File: src/sv/cc20_pkg.sv
// ----------------------------------------------------------------------------
// cc20_pkg
// Shared types, constants and the quarter-round function of the ChaCha20 core.
// ----------------------------------------------------------------------------
package cc20_pkg;

   localparam int WordBits    = 32;
   localparam int StateWords  = 16;
   localparam int DoubleRounds = 10;
   localparam int Rounds      = 2 * DoubleRounds;
   localparam int RoundBits   = $clog2(Rounds);
   localparam int OffsetBits  = 6;
   localparam int CsrIndexBits = 3;
   localparam int CsrDataBits = 64;

   localparam logic [31:0] ConstW0 = 32'h6170_7865;
   localparam logic [31:0] ConstW1 = 32'h3320_646e;
   localparam logic [31:0] ConstW2 = 32'h7962_2d32;
   localparam logic [31:0] ConstW3 = 32'h6b20_6574;

   localparam logic [RoundBits-1:0] LastRound = RoundBits'(Rounds - 1);

   typedef logic [WordBits-1:0] word_type;
   typedef word_type [StateWords-1:0] block_type;
   typedef word_type [3:0] quad_type;

   typedef enum logic [CsrIndexBits-1:0] {
      CSR_KEY_PART0     = 3'd0,
      CSR_KEY_PART1     = 3'd1,
      CSR_KEY_PART2     = 3'd2,
      CSR_KEY_PART3     = 3'd3,
      CSR_NONCE_LOW     = 3'd4,
      CSR_NONCE_HIGH    = 3'd5,
      CSR_START_COUNTER = 3'd6
   } csr_index_type;

   typedef enum logic [3:0] {
      ST_IDLE  = 4'b0001,
      ST_ROUND = 4'b0010,
      ST_FINAL = 4'b0100,
      ST_EMIT  = 4'b1000
   } state_type;

   typedef struct packed {
      logic capture;
      logic load;
      logic round;
      logic diag;
      logic final_add;
      logic emit;
   } cmd_type;

   typedef struct packed {
      logic offset_zero;
   } status_type;

   function automatic word_type rotl(input word_type v, input int n);
      rotl = (v << n) | (v >> (WordBits - n));
   endfunction

   // a, b, c, d in elements 0..3
   function automatic quad_type quarter(input quad_type q);
      word_type a;
      word_type b;
      word_type c;
      word_type d;
      a = q[0]; b = q[1]; c = q[2]; d = q[3];
      a = a + b; d = rotl(d ^ a, 16);
      c = c + d; b = rotl(b ^ c, 12);
      a = a + b; d = rotl(d ^ a, 8);
      c = c + d; b = rotl(b ^ c, 7);
      quarter = {d, c, b, a};
   endfunction

endpackage

File: src/sv/cc20_controller.sv
// ----------------------------------------------------------------------------
// cc20_controller
// Sequencer for the ChaCha20 core: input hold, round count, output beat.
// ----------------------------------------------------------------------------
module cc20_controller
   import cc20_pkg::*;
(
   input  logic       clock,
   input  logic       reset,
   input  logic       req_valid,
   output logic       req_stall,
   output logic       rsp_valid,
   input  logic       rsp_stall,
   input  status_type status,
   output cmd_type    cmd
);

   state_type            state_ff, state_in;
   logic [RoundBits-1:0] round_ff, round_in;
   logic                 hold_valid_ff, hold_valid_in;
   logic                 rsp_valid_ff, rsp_valid_in;
   logic                 out_free;

   assign out_free  = !rsp_valid_ff || !rsp_stall;
   assign req_stall = hold_valid_ff;
   assign rsp_valid = rsp_valid_ff;

   always_comb begin
      state_in      = state_ff;
      round_in      = round_ff;
      cmd           = '0;
      cmd.capture   = req_valid && !hold_valid_ff;
      cmd.diag      = round_ff[0];
      case (state_ff)
         ST_IDLE: begin
            if (hold_valid_ff) begin
               if (status.offset_zero) begin
                  cmd.load = 1'b1;
                  round_in = '0;
                  state_in = ST_ROUND;
               end else if (out_free) begin
                  cmd.emit = 1'b1;
               end
            end
         end
         ST_ROUND: begin
            cmd.round = 1'b1;
            if (round_ff == LastRound) begin
               state_in = ST_FINAL;
            end else begin
               round_in = round_ff + 1'b1;
            end
         end
         ST_FINAL: begin
            cmd.final_add = 1'b1;
            state_in      = ST_EMIT;
         end
         ST_EMIT: begin
            if (out_free) begin
               cmd.emit = 1'b1;
               state_in = ST_IDLE;
            end
         end
         default: begin
            state_in = ST_IDLE;
         end
      endcase
      hold_valid_in = cmd.capture || (hold_valid_ff && !cmd.emit);
      rsp_valid_in  = cmd.emit || (rsp_valid_ff && rsp_stall);
   end

   always_ff @(posedge clock) begin
      if (reset) begin
         state_ff      <= ST_IDLE;
         round_ff      <= '0;
         hold_valid_ff <= 1'b0;
         rsp_valid_ff  <= 1'b0;
      end else begin
         state_ff      <= state_in;
         round_ff      <= round_in;
         hold_valid_ff <= hold_valid_in;
         rsp_valid_ff  <= rsp_valid_in;
      end
   end

endmodule

File: src/sv/cc20_datapath.sv
// ----------------------------------------------------------------------------
// cc20_datapath
// Configuration registers, working state, keystream block and byte XOR.
// ----------------------------------------------------------------------------
module cc20_datapath
   import cc20_pkg::*;
(
   input  logic                    clock,
   input  logic                    reset,
   input  logic                    csr_write_enable,
   input  logic [CsrIndexBits-1:0] csr_index,
   input  logic [CsrDataBits-1:0]  csr_write_data,
   input  logic [7:0]              req_data_in,
   input  logic                    req_last_byte,
   output logic [7:0]              rsp_data_out,
   output logic                    rsp_last_out,
   input  cmd_type                 cmd,
   output status_type              status
);

   logic [63:0]           key0_ff, key1_ff, key2_ff, key3_ff, nonce_low_ff;
   logic [31:0]           nonce_high_ff, start_counter_ff;
   logic [OffsetBits-1:0] offset_ff, offset_in, offset_inc;
   word_type              counter_ff, counter_in, load_counter;
   logic                  in_message_ff, in_message_in;
   block_type             work_ff, work_in, init_words, ks_ff;
   logic [7:0]            hold_data_ff, out_data_ff;
   logic                  hold_last_ff, out_last_ff;
   word_type              ks_word;
   logic [7:0]            ks_byte;

   assign status.offset_zero = (offset_ff == '0);
   assign rsp_data_out       = out_data_ff;
   assign rsp_last_out       = out_last_ff;

   assign load_counter = in_message_ff ? counter_ff : start_counter_ff;

   always_comb begin
      init_words[0]  = ConstW0;
      init_words[1]  = ConstW1;
      init_words[2]  = ConstW2;
      init_words[3]  = ConstW3;
      init_words[4]  = key0_ff[31:0];
      init_words[5]  = key0_ff[63:32];
      init_words[6]  = key1_ff[31:0];
      init_words[7]  = key1_ff[63:32];
      init_words[8]  = key2_ff[31:0];
      init_words[9]  = key2_ff[63:32];
      init_words[10] = key3_ff[31:0];
      init_words[11] = key3_ff[63:32];
      init_words[12] = cmd.load ? load_counter : counter_ff;
      init_words[13] = nonce_low_ff[31:0];
      init_words[14] = nonce_low_ff[63:32];
      init_words[15] = nonce_high_ff;
   end

   // column round or diagonal round, four quarter rounds side by side
   always_comb begin
      quad_type   q;
      quad_type   r;
      logic [3:0] ib;
      logic [3:0] ic;
      logic [3:0] id;
      work_in = work_ff;
      for (int i = 0; i < 4; i++) begin
         ib = cmd.diag ? 4'(4 + ((i + 1) % 4))  : 4'(4 + i);
         ic = cmd.diag ? 4'(8 + ((i + 2) % 4))  : 4'(8 + i);
         id = cmd.diag ? 4'(12 + ((i + 3) % 4)) : 4'(12 + i);
         q  = {work_ff[id], work_ff[ic], work_ff[ib], work_ff[i]};
         r  = quarter(q);
         work_in[i]  = r[0];
         work_in[ib] = r[1];
         work_in[ic] = r[2];
         work_in[id] = r[3];
      end
   end

   assign ks_word    = ks_ff[offset_ff[5:2]];
   assign ks_byte    = ks_word[{offset_ff[1:0], 3'b000} +: 8];
   assign offset_inc = offset_ff + 1'b1;

   always_comb begin
      offset_in     = offset_ff;
      counter_in    = counter_ff;
      in_message_in = in_message_ff;
      if (cmd.load) begin
         counter_in    = load_counter;
         in_message_in = 1'b1;
      end
      if (cmd.emit) begin
         offset_in = offset_inc;
         if (offset_inc == '0) begin
            counter_in = counter_ff + 1'b1;
         end
         if (hold_last_ff) begin
            offset_in     = '0;
            in_message_in = 1'b0;
         end
      end
   end

   always_ff @(posedge clock) begin
      if (reset) begin
         key0_ff          <= '0;
         key1_ff          <= '0;
         key2_ff          <= '0;
         key3_ff          <= '0;
         nonce_low_ff     <= '0;
         nonce_high_ff    <= '0;
         start_counter_ff <= 32'd1;
         offset_ff        <= '0;
         counter_ff       <= 32'd1;
         in_message_ff    <= 1'b0;
      end else begin
         if (csr_write_enable) begin
            case (csr_index)
               CSR_KEY_PART0:     key0_ff          <= csr_write_data;
               CSR_KEY_PART1:     key1_ff          <= csr_write_data;
               CSR_KEY_PART2:     key2_ff          <= csr_write_data;
               CSR_KEY_PART3:     key3_ff          <= csr_write_data;
               CSR_NONCE_LOW:     nonce_low_ff     <= csr_write_data;
               CSR_NONCE_HIGH:    nonce_high_ff    <= csr_write_data[31:0];
               CSR_START_COUNTER: start_counter_ff <= csr_write_data[31:0];
               default: begin
               end
            endcase
         end
         offset_ff     <= offset_in;
         counter_ff    <= counter_in;
         in_message_ff <= in_message_in;
      end
   end

   always_ff @(posedge clock) begin
      if (cmd.capture) begin
         hold_data_ff <= req_data_in;
         hold_last_ff <= req_last_byte;
      end
      if (cmd.load) begin
         work_ff <= init_words;
      end else if (cmd.round) begin
         work_ff <= work_in;
      end
      if (cmd.final_add) begin
         for (int i = 0; i < StateWords; i++) begin
            ks_ff[i] <= work_ff[i] + init_words[i];
         end
      end
      if (cmd.emit) begin
         out_data_ff <= hold_data_ff ^ ks_byte;
         out_last_ff <= hold_last_ff;
      end
   end

endmodule

File: src/sv/chacha20_stream_cipher_core.sv
// Data path: an accepted byte is held in the input hold register, then XORed with
// its keystream byte into the output register; the first byte of a block waits
// for load, 20 rounds and the final add. A new byte is taken only once the held
// byte has been emitted, and the emit waits while the output is stalled.
// Reset: synchronous, active high; zeroes offset, message flag, key and nonce,
// sets counter and start counter to one; the keystream block is left unset.
// ----------------------------------------------------------------------------
// chacha20_stream_cipher_core
// ChaCha20 byte stream cipher: controller and datapath.
// ----------------------------------------------------------------------------
module chacha20_stream_cipher_core
   import cc20_pkg::*;
(
   input  logic                    clock,
   input  logic                    reset,
   input  logic                    req_valid,
   output logic                    req_stall,
   input  logic [7:0]              req_data_in,
   input  logic                    req_last_byte,
   output logic                    rsp_valid,
   input  logic                    rsp_stall,
   output logic [7:0]              rsp_data_out,
   output logic                    rsp_last_out,
   input  logic                    csr_write_enable,
   input  logic [CsrIndexBits-1:0] csr_index,
   input  logic [CsrDataBits-1:0]  csr_write_data
);

   cmd_type    cmd;
   status_type status;

   cc20_controller u_controller (
      .clock     (clock),
      .reset     (reset),
      .req_valid (req_valid),
      .req_stall (req_stall),
      .rsp_valid (rsp_valid),
      .rsp_stall (rsp_stall),
      .status    (status),
      .cmd       (cmd)
   );

   cc20_datapath u_datapath (
      .clock            (clock),
      .reset            (reset),
      .csr_write_enable (csr_write_enable),
      .csr_index        (csr_index),
      .csr_write_data   (csr_write_data),
      .req_data_in      (req_data_in),
      .req_last_byte    (req_last_byte),
      .rsp_data_out     (rsp_data_out),
      .rsp_last_out     (rsp_last_out),
      .cmd              (cmd),
      .status           (status)
   );

endmodule
File: config.mk
export PLATFORM = sky130hd
export DESIGN_NAME = chacha20_stream_cipher_core
export DESIGN_NICKNAME = d
export VERILOG_FILES = /design/src/sv/cc20_pkg.sv /design/src/sv/cc20_controller.sv /design/src/sv/cc20_datapath.sv /design/src/sv/chacha20_stream_cipher_core.sv
export SDC_FILE = /design/constraint.sdc
export NUM_CORES = 2
export LEC_CHECK = 0
export BUFFER_PORTS_ARGS = -buffer_cell sky130_fd_sc_hd__buf_2
export CORE_MARGIN = 4
export CORE_UTILIZATION = 28
export CTS_BUF_LIST = sky130_fd_sc_hd__clkbuf_4
export DETAILED_ROUTE_END_ITERATION = 8
export PLACE_DENSITY = 0.48
export SETUP_SLACK_MARGIN = 0.4
export SYNTH_ARGS = -nofsm -noshare
export SYNTH_HDL_FRONTEND = slang
export SYNTH_SLANG_ARGS = --single-unit
File: constraint.sdc
create_clock -name clock -period 79.1 [get_ports clock]
set_clock_uncertainty 0.05 [all_clocks]
set_input_delay 15.82 -clock clock [delete_from_list [all_inputs] [get_ports clock]]
set_output_delay 15.82 -clock clock [all_outputs]
set_load 0.02 [all_outputs]
* Word level (Yosys, flattened, before mapping)
Index checks and enable logic that the tools add are counted. Widths: inputs -> output; s select.
Word-level totals: register bits after elaboration 1476, bits of input ports 81, output and inout bits 11, logic and storage cells 298
Cells by class: $add $sub $neg 35, magnitude comparators 25, equal/unequal tests 16, shifts and indexed selects 1, muxes and demuxes 102, bitwise operators 33, reductions and logical operators 36
Operators with widths (count):
- $bwmux 512 | 12
- $bmux 32 s4 | 13
- $demux 32 s4 | 12
- $mux 512 | 2
- $mux 32 | 29
- $add 32x32->32 | 28
- $xor 32x32->32 | 16
- $or 32x12->32 | 4
- $or 32x16->32 | 4
- $or 32x7->32 | 4
- $or 32x8->32 | 4
- $add 32x31->32 const B | 3
- $lt 4x5->1 const B | 13
- $ge 4x1->1 const B | 12
- $add 32x1->32 const B | 1
- $add 32x30->32 const B | 1
- $shiftx 32x6->8 | 1
- $mux 2 | 8
- $mux 4 | 4
- $pmux 4 s4 | 1
- $logic_and 1x1->1 | 15
- $mux 1 | 15
- $mux 5 | 3
- $reduce_and 2->1 | 7
- other kinds (22) | 36

* Logic depth before layout (Yosys ltp)
word-level depth 29, depth in mapped cells 81, mapped depth without buffers 74

* Hierarchy
A second synthesis with hierarchy kept.
Unflattened totals: cell total of the unflattened synthesis 12214, area total of the unflattened synthesis 112903.3 um2
Modules (own cells, without submodules):
- cc20_datapath | times used 1, cells an instance 12144, area an instance 112272.7 um2, sequential area each 38476.9 um2
- cc20_controller | times used 1, cells an instance 70, area an instance 630.6 um2, sequential area each 220.2 um2

* Worst setup path after synthesis
OpenSTA, ideal clock, no wires.
path kind flip-flop to flip-flop, start register u_controller.state_ff[2], end register u_datapath.ks_ff[0] (netlist name) (enable), setup time 2815 ps, arrival time 52756 ps, setup slack 23479 ps, cell stages (with the launch flop) 3, path buffers 1, path through dfxtp_1 > clkbuf_1 > nor4b_1
Between the ends: longest elaborated chain between the ends 2
RTL lines:
- start, declared | line cc20_controller.sv:18 | state_type state_ff, state_in;
- start signal, assigned | line cc20_controller.sv:79 | state_ff <= state_in;
- $eq 4x3->1 | line cc20_controller.sv:34 | case (state_ff)
- $mux 1 | line cc20_controller.sv:34
- end signal, assigned by index | line cc20_datapath.sv:146 | ks_ff[i] <= work_ff[i] + init_words[i];
- end, declared | line cc20_datapath.sv:26 | block_type work_ff, work_in, init_words, ks_ff;
Every way passes these cells. A chain may end at the register's enable or synchronous reset.

* Worst setup path in the final report
start register u_controller.round_ff[0], end register u_datapath.work_ff[129] (netlist name) (data pin)
Between the ends: longest elaborated chain between the ends 29
RTL lines:
- start, declared | line cc20_controller.sv:19 | logic [RoundBits-1:0] round_ff, round_in;
- start signal, assigned | line cc20_controller.sv:80 | round_ff <= round_in;
- $mux 1 | line cc20_datapath.sv:66 | ib = cmd.diag ? 4'(4 + ((i + 1) % 4)) : 4'(4 + i);
- $bmux 32 s4 | line cc20_datapath.sv:69 | q = {work_ff[id], work_ff[ic], work_ff[ib], work_ff[i]};
- $mux 32 (implied by the code) | line cc20_datapath.sv:69
- $add 32x32->32 | line cc20_pkg.sv:68 | a = a + b; d = rotl(d ^ a, 16);
- $xor 32x32->32 | line cc20_pkg.sv:68
- $or 32x16->32 | line cc20_pkg.sv:58 | rotl = (v << n) | (v >> (WordBits - n));
- $add 32x32->32 | line cc20_pkg.sv:69 | c = c + d; b = rotl(b ^ c, 12);
- $xor 32x32->32 | line cc20_pkg.sv:69
- [... 13 more ...]
- $bwmux 512 | line cc20_datapath.sv:72 | work_in[ib] = r[1];
- $bwmux 512 | line cc20_datapath.sv:73 | work_in[ic] = r[2];
- $bwmux 512 | line cc20_datapath.sv:74 | work_in[id] = r[3];
- $bwmux 512 | line cc20_datapath.sv:72
- $bwmux 512 | line cc20_datapath.sv:73
- $bwmux 512 (*) | line cc20_datapath.sv:74
- $mux 512 (*) | line cc20_datapath.sv:141 | end else if (cmd.round) begin
- $mux 512 (*) | line cc20_datapath.sv:139 | if (cmd.load) begin
- end signal, assigned | line cc20_datapath.sv:140 | work_ff <= init_words;
- end signal, assigned | line cc20_datapath.sv:142 | work_ff <= work_in;
- end, declared | line cc20_datapath.sv:26
Mark *: on every way between the ends. The rest lies on a longest branch, timed or not. The select of a mux whose other input is x is not followed.

==> flow_summary.json <==
{
  "fillCellCount": 40980,
  "grt_max_degree": 117,
  "drv_slew": 3,
  "start_kind": "flop",
  "violations": "capacitance limit, slew limit",
  "worstPathArrival_ps": 24370,
  "final_common_cell": "nand2_1",
  "slowest_delay_ps": 1050,
  "fp-row-count": 228,
  "timing.fmax_mhz": 43.38,
  "cts_setup_buffers": 0,
  "viasPerCell": 5.761,
  "setup_viol": 0,
  "dr.first_iter.drc_count": 15560,
  "clkSinkCount": 1476,
  "synth_cell_type_count": 98,
  "cts_resized": 0,
  "maxCapViolCount": 2,
  "synth_ff_type": "edfxtp_1",
  "clockRootBuffer": "clkbuf_4",
  "drc": 0,
  "die_area_mm2": 0.3992,
  "cts_tree": "yes",
  "track_usage": 0.3476,
  "io_buffer_count": 91,
  "die_w_um": 631.8,
  "synthCells": 11720,
  "yosysWarnings": 0,
  "avgRoutedWirePerCell_um": 40.43,
  "path_clk_slew_ps": 70,
  "async_flop_share": 0,
  "final_cell_mix": "nand2_1 (1,492), a21oi_1 (1,028), edfxtp_1 (914)",
  "fin_nets": 13160,
  "cts-buffers-inserted": 445,
  "synth_edf_count": 914,
  "initial_utilization": 0.2819,
  "clk_latency_ps": 1670,
  "ys_seq_elements": 1476,
  "wirelength_um": 724400,
  "status": "complete, but fails checks",
  "whs_path_depth": 2,
  "min_path_type": "reg2reg",
  "reg2reg_depth": 70,
  "antenna_found_initial": 115,
  "io_pins": 92,
  "slew_headroom": -0.01824,
  "syn_nets": 12690,
  "gp_congestion": 1.103,
  "clock_path_buffers": 4,
  "multi_input_area_mm2": 0.06732,
  "register_area_mm2": 0.03871,
  "fin_crit_sh": 0.2914,
  "syn_to_final_growth_pct": 13.97,
  "worstPathRequired_ps": 80410,
  "tns_ps": 0,
  "worstMarginPinSlew_ps": 1511,
  "grt-ovfl-total": 0,
  "cp_max_fo": 53,
  "holdBufCountCts": 0,
  "grt_pass1_vias": 92410,
  "slowest_stage": "mux2i_1",
  "first_pass_iters": 6,
  "crit_top_cell": "a21oi_1",
  "syn_area_mm2": 0.1090,
  "ant_nets": 0,
  "min_period_ps": 23050,
  "cp-end-kind": "flop",
  "syn_area_per_cell_um2": 9.301,
  "grt_pass1_wl_um": 920700,
  "yosysSeqAreaShare": 0.3551,
  "drive_gt1_frac": 0.1394,
  "criticalPathCategory": "reg2reg",
  "vias": 103200,
  "rsz0062_at_grt": "false",
  "h-tree-depth": 5,
  "die_h_um": 631.8,
  "hold_violations": 0,
  "core-area_mm2": 0.3865,
  "dpl.hpwl_um": 601500
}
cell families (layout without fill, tap and decap cells):
| kind of cell | after synthesis | in the layout | share of synthesized area |
|---|---|---|---|
| and+or+nand+nor | 3238 | 3238 | 0.1316 |
| AOI/OAI and AO/OA | 2920 | 2920 | 0.1665 |
| adders and majority gates | 899 | 899 | 0.1051 |
| buffers and inverters | 989 | 1847 | 0.03411 |
| muxes | 746 | 746 | 0.09020 |
| xor gates and xnor gates | 1447 | 1447 | 0.1175 |
| other | 0 | 169 | 0 |
| DFF | 1476 | 1476 | 0.3551 |
Yosys cell counts (all sizes together) (64+ instances only):
cell | n | share of area
xor2 | 545 | 0.044
a21boi | 78 | 0.0054
a211oi | 98 | 0.0069
nor3 | 197 | 0.0092
mux4 | 168 | 0.035
mux2 | 207 | 0.021
clkbuf | 347 | 0.012
nand3 | 180 | 0.0083
a21oi | 1032 | 0.048
ha | 867 | 0.10
xnor2 | 894 | 0.072
nand2 | 1498 | 0.052
buf | 64 | 0.0023
a21o | 231 | 0.016
nor2 | 761 | 0.026
mux2i | 371 | 0.034
o21ai | 721 | 0.033
or3 | 104 | 0.0060
nor2b | 77 | 0.0044
edfxtp | 914 | 0.25
o21bai | 91 | 0.0063
a22o | 82 | 0.0066
o21a | 72 | 0.0050
and3 | 80 | 0.0046
dfxtp | 562 | 0.10
inv | 578 | 0.020
nand2b | 109 | 0.0063
critical path: cells and delay by family, from the launching register on:
kind / cells / cell delay, ps
flops: 1 / 850
buf+inv: 9 / 2500
compound gates: 36 / 9930
mux: 1 / 1050
simple gates: 12 / 3450
xor+xnor: 8 / 3590
fa+ha+maj: 4 / 1230
per-stage QoR:
step | hold slack [ps] | setup slack (ps) | utilization | cell area, um^2 | instances
final | 406.2 | 56050 | 0.3213 | 124200 | 17920
after global routing | 421.7 | 55950 | 0.3211 | 124100 | 17890
after CTS | 408.2 | 57090 | 0.3202 | 123800 | 17750
after detailed placement | 396.4 | 57230 | 0.3047 | 117800 | 16910
after global placement | 391.5 | 57280 | 0.3046 | 117800 | 16910
after floorplan | 377.2 | 23480 | - | 109000 | 11720
flip-flops by register name, summed over array words and instances (netlist names):
signal,cells
u_datapath.nonce_high_ff,32
u_datapath.hold_last_ff,1
u_datapath.key3_ff,64
u_controller.req_stall,1
u_datapath.key1_ff,64
u_datapath.nonce_low_ff,64
u_datapath.work_ff,512
u_controller.state_ff,4
u_datapath.rsp_data_out,8
u_datapath.key0_ff,64
u_datapath.ks_ff,512
u_datapath.start_counter_ff,32
u_datapath.hold_data_ff,8
u_controller.rsp_valid,1
u_datapath.counter_ff,32
u_datapath.offset_ff,6
u_datapath.in_message_ff,1
u_datapath.key2_ff,64
u_controller.round_ff,5
u_datapath.rsp_last_out,1
per-layer routing:
metal,up-vias,track usage,wire length (um)
met5,-,0,218
met4,32,0.2771,69990
met3,1292,0.07723,71590
met2,6548,0.4857,288300
met1,51680,0.4589,294300
li1,43670,-,-
area by class of cell:
class                      instances  share of cell area
multi-input combinational       9250              0.5421
sequential                      1476              0.3117
tap                             5175             0.05214
clock buffer                     680             0.04111
timing repair buffer             429             0.02485
inverter                         578             0.01763
clock inverter                   160            0.007022
antenna                          169            0.003405
final timing paths:
check / from / to / slack, ps
max: u_controller.round_ff[0] / u_datapath.work_ff[129] / 56050
min: u_datapath.start_counter_ff[30] / u_datapath.start_counter_ff[30] / 410
max reg2reg: u_controller.round_ff[0] / u_datapath.work_ff[129] / 56050
min reg2reg: u_datapath.start_counter_ff[30] / u_datapath.start_counter_ff[30] / 410
Power is not shown: default switching activity piles up to over one toggle a cycle in this logic, so the estimate is an artifact.
